$ cat src/pld_pkg.sv
// Package with the shared sizes of the point-to-line distance block.
`timescale 1ns / 1ps
`default_nettype none
package pld_pkg;

	// Width of the distance result, in input LSBs.
	localparam int DIST_BITS = 17;

	// Default coordinate width.
	localparam int COORD_BITS_DEF = 16;

endpackage
`default_nettype wire

$ cat src/pld_sqrt_cell.sv
// One cell of the root chain: settles one bit of the distance.
`timescale 1ns / 1ps
`default_nettype none
module pld_sqrt_cell
	import pld_pkg::*;
#(
	parameter int COORD_BITS = COORD_BITS_DEF,
	parameter int BIT = 0,
	localparam int SW = 2 * COORD_BITS + 2,
	localparam int NW = 2 * SW,
	localparam int EW = SW + DIST_BITS
) (
	input  wire logic                 clk,
	input  wire logic                 arst_n,
	input  wire logic                 in_valid,
	output logic                      in_ready,
	input  wire logic [NW-1:0]        r_in,
	input  wire logic [EW-1:0]        e_in,
	input  wire logic [SW-1:0]        dd_in,
	input  wire logic [DIST_BITS-1:0] d_in,
	input  wire logic                 degen_in,
	output logic                      out_valid,
	input  wire logic                 out_ready,
	output logic [NW-1:0]             r_out,
	output logic [EW-1:0]             e_out,
	output logic [SW-1:0]             dd_out,
	output logic [DIST_BITS-1:0]      d_out,
	output logic                      degen_out
);
	localparam int XW = EW + DIST_BITS + 1;
	localparam int CW = (XW > NW) ? XW : NW;

	logic          valid_q;
	logic          en;
	logic [CW-1:0] trial;
	logic [CW-1:0] r_ext;
	logic [CW-1:0] diff;
	logic          fits;

	assign en       = !valid_q || out_ready;
	assign in_ready = en;

	// Setting this bit grows D^2 dd by 2^(b+1) D dd + 2^(2b) dd; keep it if the rest allows.
	always_comb begin
		trial = (CW'(e_in) << (BIT + 1)) + (CW'(dd_in) << (2 * BIT));
		r_ext = CW'(r_in);
		fits  = trial <= r_ext;
		diff  = r_ext - trial;
	end

	always_ff @(posedge clk or negedge arst_n) begin
		if (!arst_n) begin
			valid_q <= 1'b0;
		end else if (en) begin
			valid_q <= in_valid;
		end
	end

	always_ff @(posedge clk) begin
		if (en) begin
			r_out     <= fits ? diff[NW-1:0] : r_in;
			e_out     <= fits ? (e_in + (EW'(dd_in) << BIT)) : e_in;
			d_out     <= fits ? (d_in | (DIST_BITS'(1) << BIT)) : d_in;
			dd_out    <= dd_in;
			degen_out <= degen_in;
		end
	end

	assign out_valid = valid_q;
endmodule
`default_nettype wire
$ cat config.mk
export PLATFORM = sky130hd
export DESIGN_NAME = pld_sqrt_cell
export DESIGN_NICKNAME = d
export VERILOG_FILES = /design/src/pld_pkg.sv /design/src/pld_sqrt_cell.sv
export SDC_FILE = /design/constraint.sdc
export NUM_CORES = 1
export LEC_CHECK = 0
export BUFFER_PORTS_ARGS = -buffer_cell sky130_fd_sc_hd__buf_2
export CAP_MARGIN = 0
export CORE_ASPECT_RATIO = 0.75
export CORE_MARGIN = 3
export CORE_UTILIZATION = 45
export CTS_CLUSTER_SIZE = 14
export DETAILED_ROUTE_END_ITERATION = 7
export GPL_ROUTABILITY_DRIVEN = 1
export PLACE_DENSITY_LB_ADDON = 0.08
export RECOVER_POWER = 100
export SLEW_MARGIN = 25
export SYNTH_ARGS = -nofsm -noshare
export SYNTH_HDL_FRONTEND = slang
export SYNTH_SLANG_ARGS = --single-unit
$ cat constraint.sdc
create_clock -name clk -period 6.8 [get_ports clk]
set_clock_uncertainty 0.2 [all_clocks]
set_input_delay 0.68 -clock clk [delete_from_list [all_inputs] [get_ports clk]]
set_output_delay 0.68 -clock clk [all_outputs]
set_load 0.05 [all_outputs]
======== After elaboration in Yosys (flattened, before gate mapping) ========
Cells that the tools add are included.
cells by class
  add/sub/neg operators ................... 3
  $mul .................................... 0
  divide/modulo/power cells ............... 0
  $lt $le $gt $ge ......................... 1
  equality and inequality tests ........... 0
  shifts and indexed selects .............. 0
  muxes and demuxes ....................... 2
  bitwise logic cells ..................... 0
  reduce and logical (&&, ||, !) cells .... 2
operator list
  operator          number
  $le 53x68->1      1
  $mux 68           1
  $sub 68x53->68    1
  $add 52x34->53    1
  $add 51x34->51    1
  $mux 51           1
  $logic_not 1->1   1
  $logic_or 1x1->1  1
word-level totals
  register bits after elaboration ......... 172
  latch bits .............................. 0
  memory bits (writable) .................. 0
  memory bits (read-only) ................. 0
  input port bits ......................... 175
  output and inout bits ................... 173
  logic and storage cells ................. 15
  memories ................................ 0

======== Depth between registers and ports, before layout ========
  depth after elaboration ................. 3
  depth in mapped cells ................... 25

======== Least setup slack after synthesis ========
Ideal clock, no wire load.
  path type ............................... input port to output port
  start ................................... input port out_ready
  end ..................................... output port in_ready
  arrival ................................. 5.156 ns
  path slack .............................. 0.764 ns
  stages .................................. 1
  buffers on the path ..................... 0
  cells stage by stage .................... nand2b_1
on the way
  cells in the longest elaborated chain, start to end .. 1
RTL lines
  what                line                 RTL
  start: declaration  pld_sqrt_cell.sv:23  input wire logic out_ready,
  $logic_or 1x1->1    pld_sqrt_cell.sv:40  assign en = !valid_q || out_ready;
  end: declaration    pld_sqrt_cell.sv:16  output logic in_ready,
Every way passes these cells.

======== Final worst setup path ========
  start ................................... input port e_in[0]
  end ..................................... register r_out[60], data pin
on the way
  cells in the longest elaborated chain, start to end .. 3
RTL lines
  what                                            line                                      RTL
  start: declaration                              pld_sqrt_cell.sv:18                       input wire logic [EW-1:0] e_in,
  $add 52x34->53 *                                pld_sqrt_cell.sv:45                       trial = (CW'(e_in) << (BIT + 1)) + (CW'(dd_in) << (2 * BIT));
  $sub 68x53->68 or $le 53x68->1 (tied branches)  pld_sqrt_cell.sv:48, pld_sqrt_cell.sv:47
  $mux 68 *                                       pld_sqrt_cell.sv:61                       r_out <= fits ? diff[NW-1:0] : r_in;
  end signal: assignment                          pld_sqrt_cell.sv:61
  end: declaration                                pld_sqrt_cell.sv:24                       output logic [NW-1:0] r_out,
Every way passes the cells marked *; elsewhere a longest branch is shown, timed or not.
A chain may end at the register's enable or synchronous reset.

==> summary.txt <==
Run status
  • Status: finished with violations
  • Failing checks: capacitance limit, slew limit

Routing
  • Initial DRC Count: 881
  • DRC violations left: 0
  • Detailed Route WL: 43,700 um
  • Post-DR wirelength/cell: 19.7 um
  • Via count: 12,600
  • Post-route antenna net violation count: 0
  • Vias per cell: 5.71
  • 1st-pass router iterations: 5

Global routing
  • Largest net degree at the start of global routing: 74
  • Vias in the first global route: 12,100
  • GRT Residual Overflow: 0
  • Initial antenna violation count: 8
  • First-pass GRT wire length: 67,000 um
  • GRT Resource Usage Total: 0.264

Place
  • Placed cells: 2,180
  • HPWL after DPL: 34,800 um
  • GPL Wtd Cong: 0.923
  • Port bufs: 347

Die
  • Site row count: 54
  • Die area: 0.0324 mm2
  • Die Width: 207 um
  • I/O pins: 348
  • Initial Util: 0.462
  • Core ar.: 0.0295 mm2
  • Die Y: 157 um

Synthesis
  • Post-Syn Area: 0.0136 mm2
  • EDFF count, synth: 171
  • Seq cells post-synth: 172
  • Avg Cell Area, Syn: 9.25 um2
  • Main synth FF type: edfxtp_1
  • Area contributors post-synth: edfxtp_1 38%, ha_1 11%, a21oi_1 6.7%
  • Synthesized Nets: 1,770
  • Share of Yosys cell area claimed by the top area cell type: 0.377
  • Gate Count Post-Synth: 1,472
  • Distinct cells, synth: 64
  • Sequential share of the synthesized area: 0.379
  • Ys Warns: 0
  • Async S/R FF share, synth: 0.00581
  • Dominant cell type by area after synthesis: edfxtp_1

Worst setup path
  • Capturing point of the worst reg2reg path: r_out[29]
  • CP Class: in2reg
  • CP max stage cell: or2_4
  • R2r setup slk: 2.04 ns
  • Worst path max stage delay: 0.57 ns
  • WP depth: 22
  • Startpoint class of the critical path: input port
  • Worst path required time: 6.77 ns
  • Critical path fanouts, max: 42
  • Most common cell type on the critical path: a21oi_1
  • Arrival @ worst endpoint: 6.30 ns
  • R2R cell count: 2
  • Worst path cell trace: buf_2 > ha_1 > fa_1 > a21oi_1 > o21ai_0 > a41oi_1 > nand3_1 > a21oi_1 > o21bai_1 > a221oi_1 > xor2_1 > ha_1 > a21oi_1 > o21a_1 > o31ai_1 > nor4_2 > nor4_1 > buf_4 > o2111a_1 > or2_4 > o2111ai_1 > xnor2_1
  • Critical Path Sink Type: flop
  • Worst r2r src: out_valid
  • WP buf/inv: 2
  • Top Family by Delay on Critical Path: compound AO/OA/AOI/OAI gates

Cells and area
  • Layout net count: 2,107
  • Ratio of cells with drive above 1 in the final layout: 0.113
  • Most frequent cells in the layout: 211 x clkbuf_1, 182 x a21oi_1, 171 x edfxtp_1
  • Area Growth Syn to Fin: 18.9%
  • Post-route insts no fill: 2,215
  • Most common cell after layout, fill and taps aside: clkbuf_1

STA
  • RSZ-0062 raised after global routing: false
  • Endpoints failing setup: 0
  • Final Max Tran Viols: 180
  • Hold violation total from the final report: 0
  • Slew headroom: -0.907
  • Minimum clock period: 6.33 ns
  • Max Freq: 158 MHz
  • Total negative setup slack: 0 ns
  • Slew @ Worst Pin: 2.86 ns
  • Crit share post-route: 0.930

Worst hold path
  • HP Start: d_in[9]
  • Hold EP: d_out[9]
  • Hold depth: 1
  • Worst hold path type: in2reg

Clock tree
  • Post-CTS Setup Inserts: 0
  • Clk buf depth: 2
  • CTS tree: yes
  • H-Tree Depth: 4
  • Post-CTS Resized: 0
  • Root Driver: clkbuf_16
  • TritonCTS buffer count: 17
  • Clock slew at the register clock pins of the worst setup and hold paths: 0.07 ns
  • Worst-Skew Late Latency: 0.43 ns
  • CTS sink count: 172

Power
  • Int Pwr: 2.59 mW
  • Design Power: 4.65 mW
  • Sw Pwr: 2.07 mW
  • Clk pwr share: 0.221
  • Net Sw Frac: 0.444
  • Lkg Pwr: 6.65 nW
  • VDD IR max: 0.000177 V
  • Sequential share of power: 0.321
  • Pwr Density: 287 mW/mm2
  • Logic gate share of total power: 0.457

Job
  • Max-Cap Viols: 4
==> sequential cells by signal, indices dropped and copies added (netlist names) <==
register,count
degen_out,1
out_valid,1
dd_out,34
r_out,68
d_out,17
e_out,51
==> what timing repair did <==
item / in CTS / in global routing
setup endpoints to repair: 0 / 1
hold buffers: 1 / 0
hold endpoints to repair: 1 / 0
==> synth_stat cells (all sizes together), types with 37 or more instances <==
master	count
clkbuf	37
xnor2	79
edfxtp	171
a21oi	182
o21ai	78
xor2	77
ha	120
a21o	66
nand2	135
nor2	130
inv	37
==> cell families after synthesis <==
| family | Yosys count | synth area share |
|---|---|---|
| AO/OA/AOI/OAI | 463 | 0.213 |
| flip-flops | 172 | 0.379 |
| XOR/XNOR | 156 | 0.100 |
| adder cells (fa/ha/maj) | 123 | 0.115 |
| AND/OR/NAND/NOR | 469 | 0.166 |
| multiplexers | 1 | 0.000827 |
| buffers and inverters | 88 | 0.0265 |
==> worst max-delay path by stage <==
| stage | to | startpoint | slack (ns) |
|---|---|---|---|
| final | r_out[60] | e_in[0] | 0.47 |
| after CTS | r_out[60] | e_in[0] | 0.52 |
| after global placement | r_out[60] | e_in[0] | 0.20 |
| after global routing | r_out[60] | e_in[0] | 0.002 |
| after floorplan | in_ready | out_ready | 0.76 |
| after detailed placement | r_out[60] | e_in[0] | 0.11 |
==> metal layers <==
metal  track usage  vias to the layer above  routed length [um]
met5             0                        -                  78
met4        0.0456                       14                 428
met2         0.380                      480               17700
li1              -                     6203                   -
met1         0.405                     5907               21300
met3        0.0678                       40                4070
==> worst reg2reg max path, cell delays in order, from the launching register on <==
cell and delay [ns]:
dfrtp_1 0.38, nand2b_1 1.53, clkbuf_1 2.17
==> area by class of cell <==
type	instances	area, um2
inverter	37	139
antenna	1	2.50
clock buffer	19	443
tap	392	490
fill	2876	13300
clock inverter	13	156
timing repair buffer	369	1690
sequential	172	5160
multi-input combinational	1212	8100
==> power by group through the flow <==
stage	Sequential, mW	Combinational, mW	Clock, mW
after floorplan	2.18	0.929	0
after global placement	1.51	2.15	0
after detailed placement	1.51	2.16	0
after CTS	1.49	2.17	1.05
after global routing	1.51	2.30	1.09
final	1.49	2.13	1.03
==> metrics by stage <==
step	cell area [um2]	hold slack [ns]	utilization	setup WS, ns
4_1_cts	16500	0.196	0.559	0.522
5_1_grt	16200	0.195	0.549	0.00170
2_1_floorplan	13600	0.184	-	0.764
3_5_place_dp	15800	0.255	0.538	0.107
6_report	16200	0.217	0.549	0.473
3_3_place_gp	15800	0.256	0.538	0.202
Power figures use the tool's default switching activity.
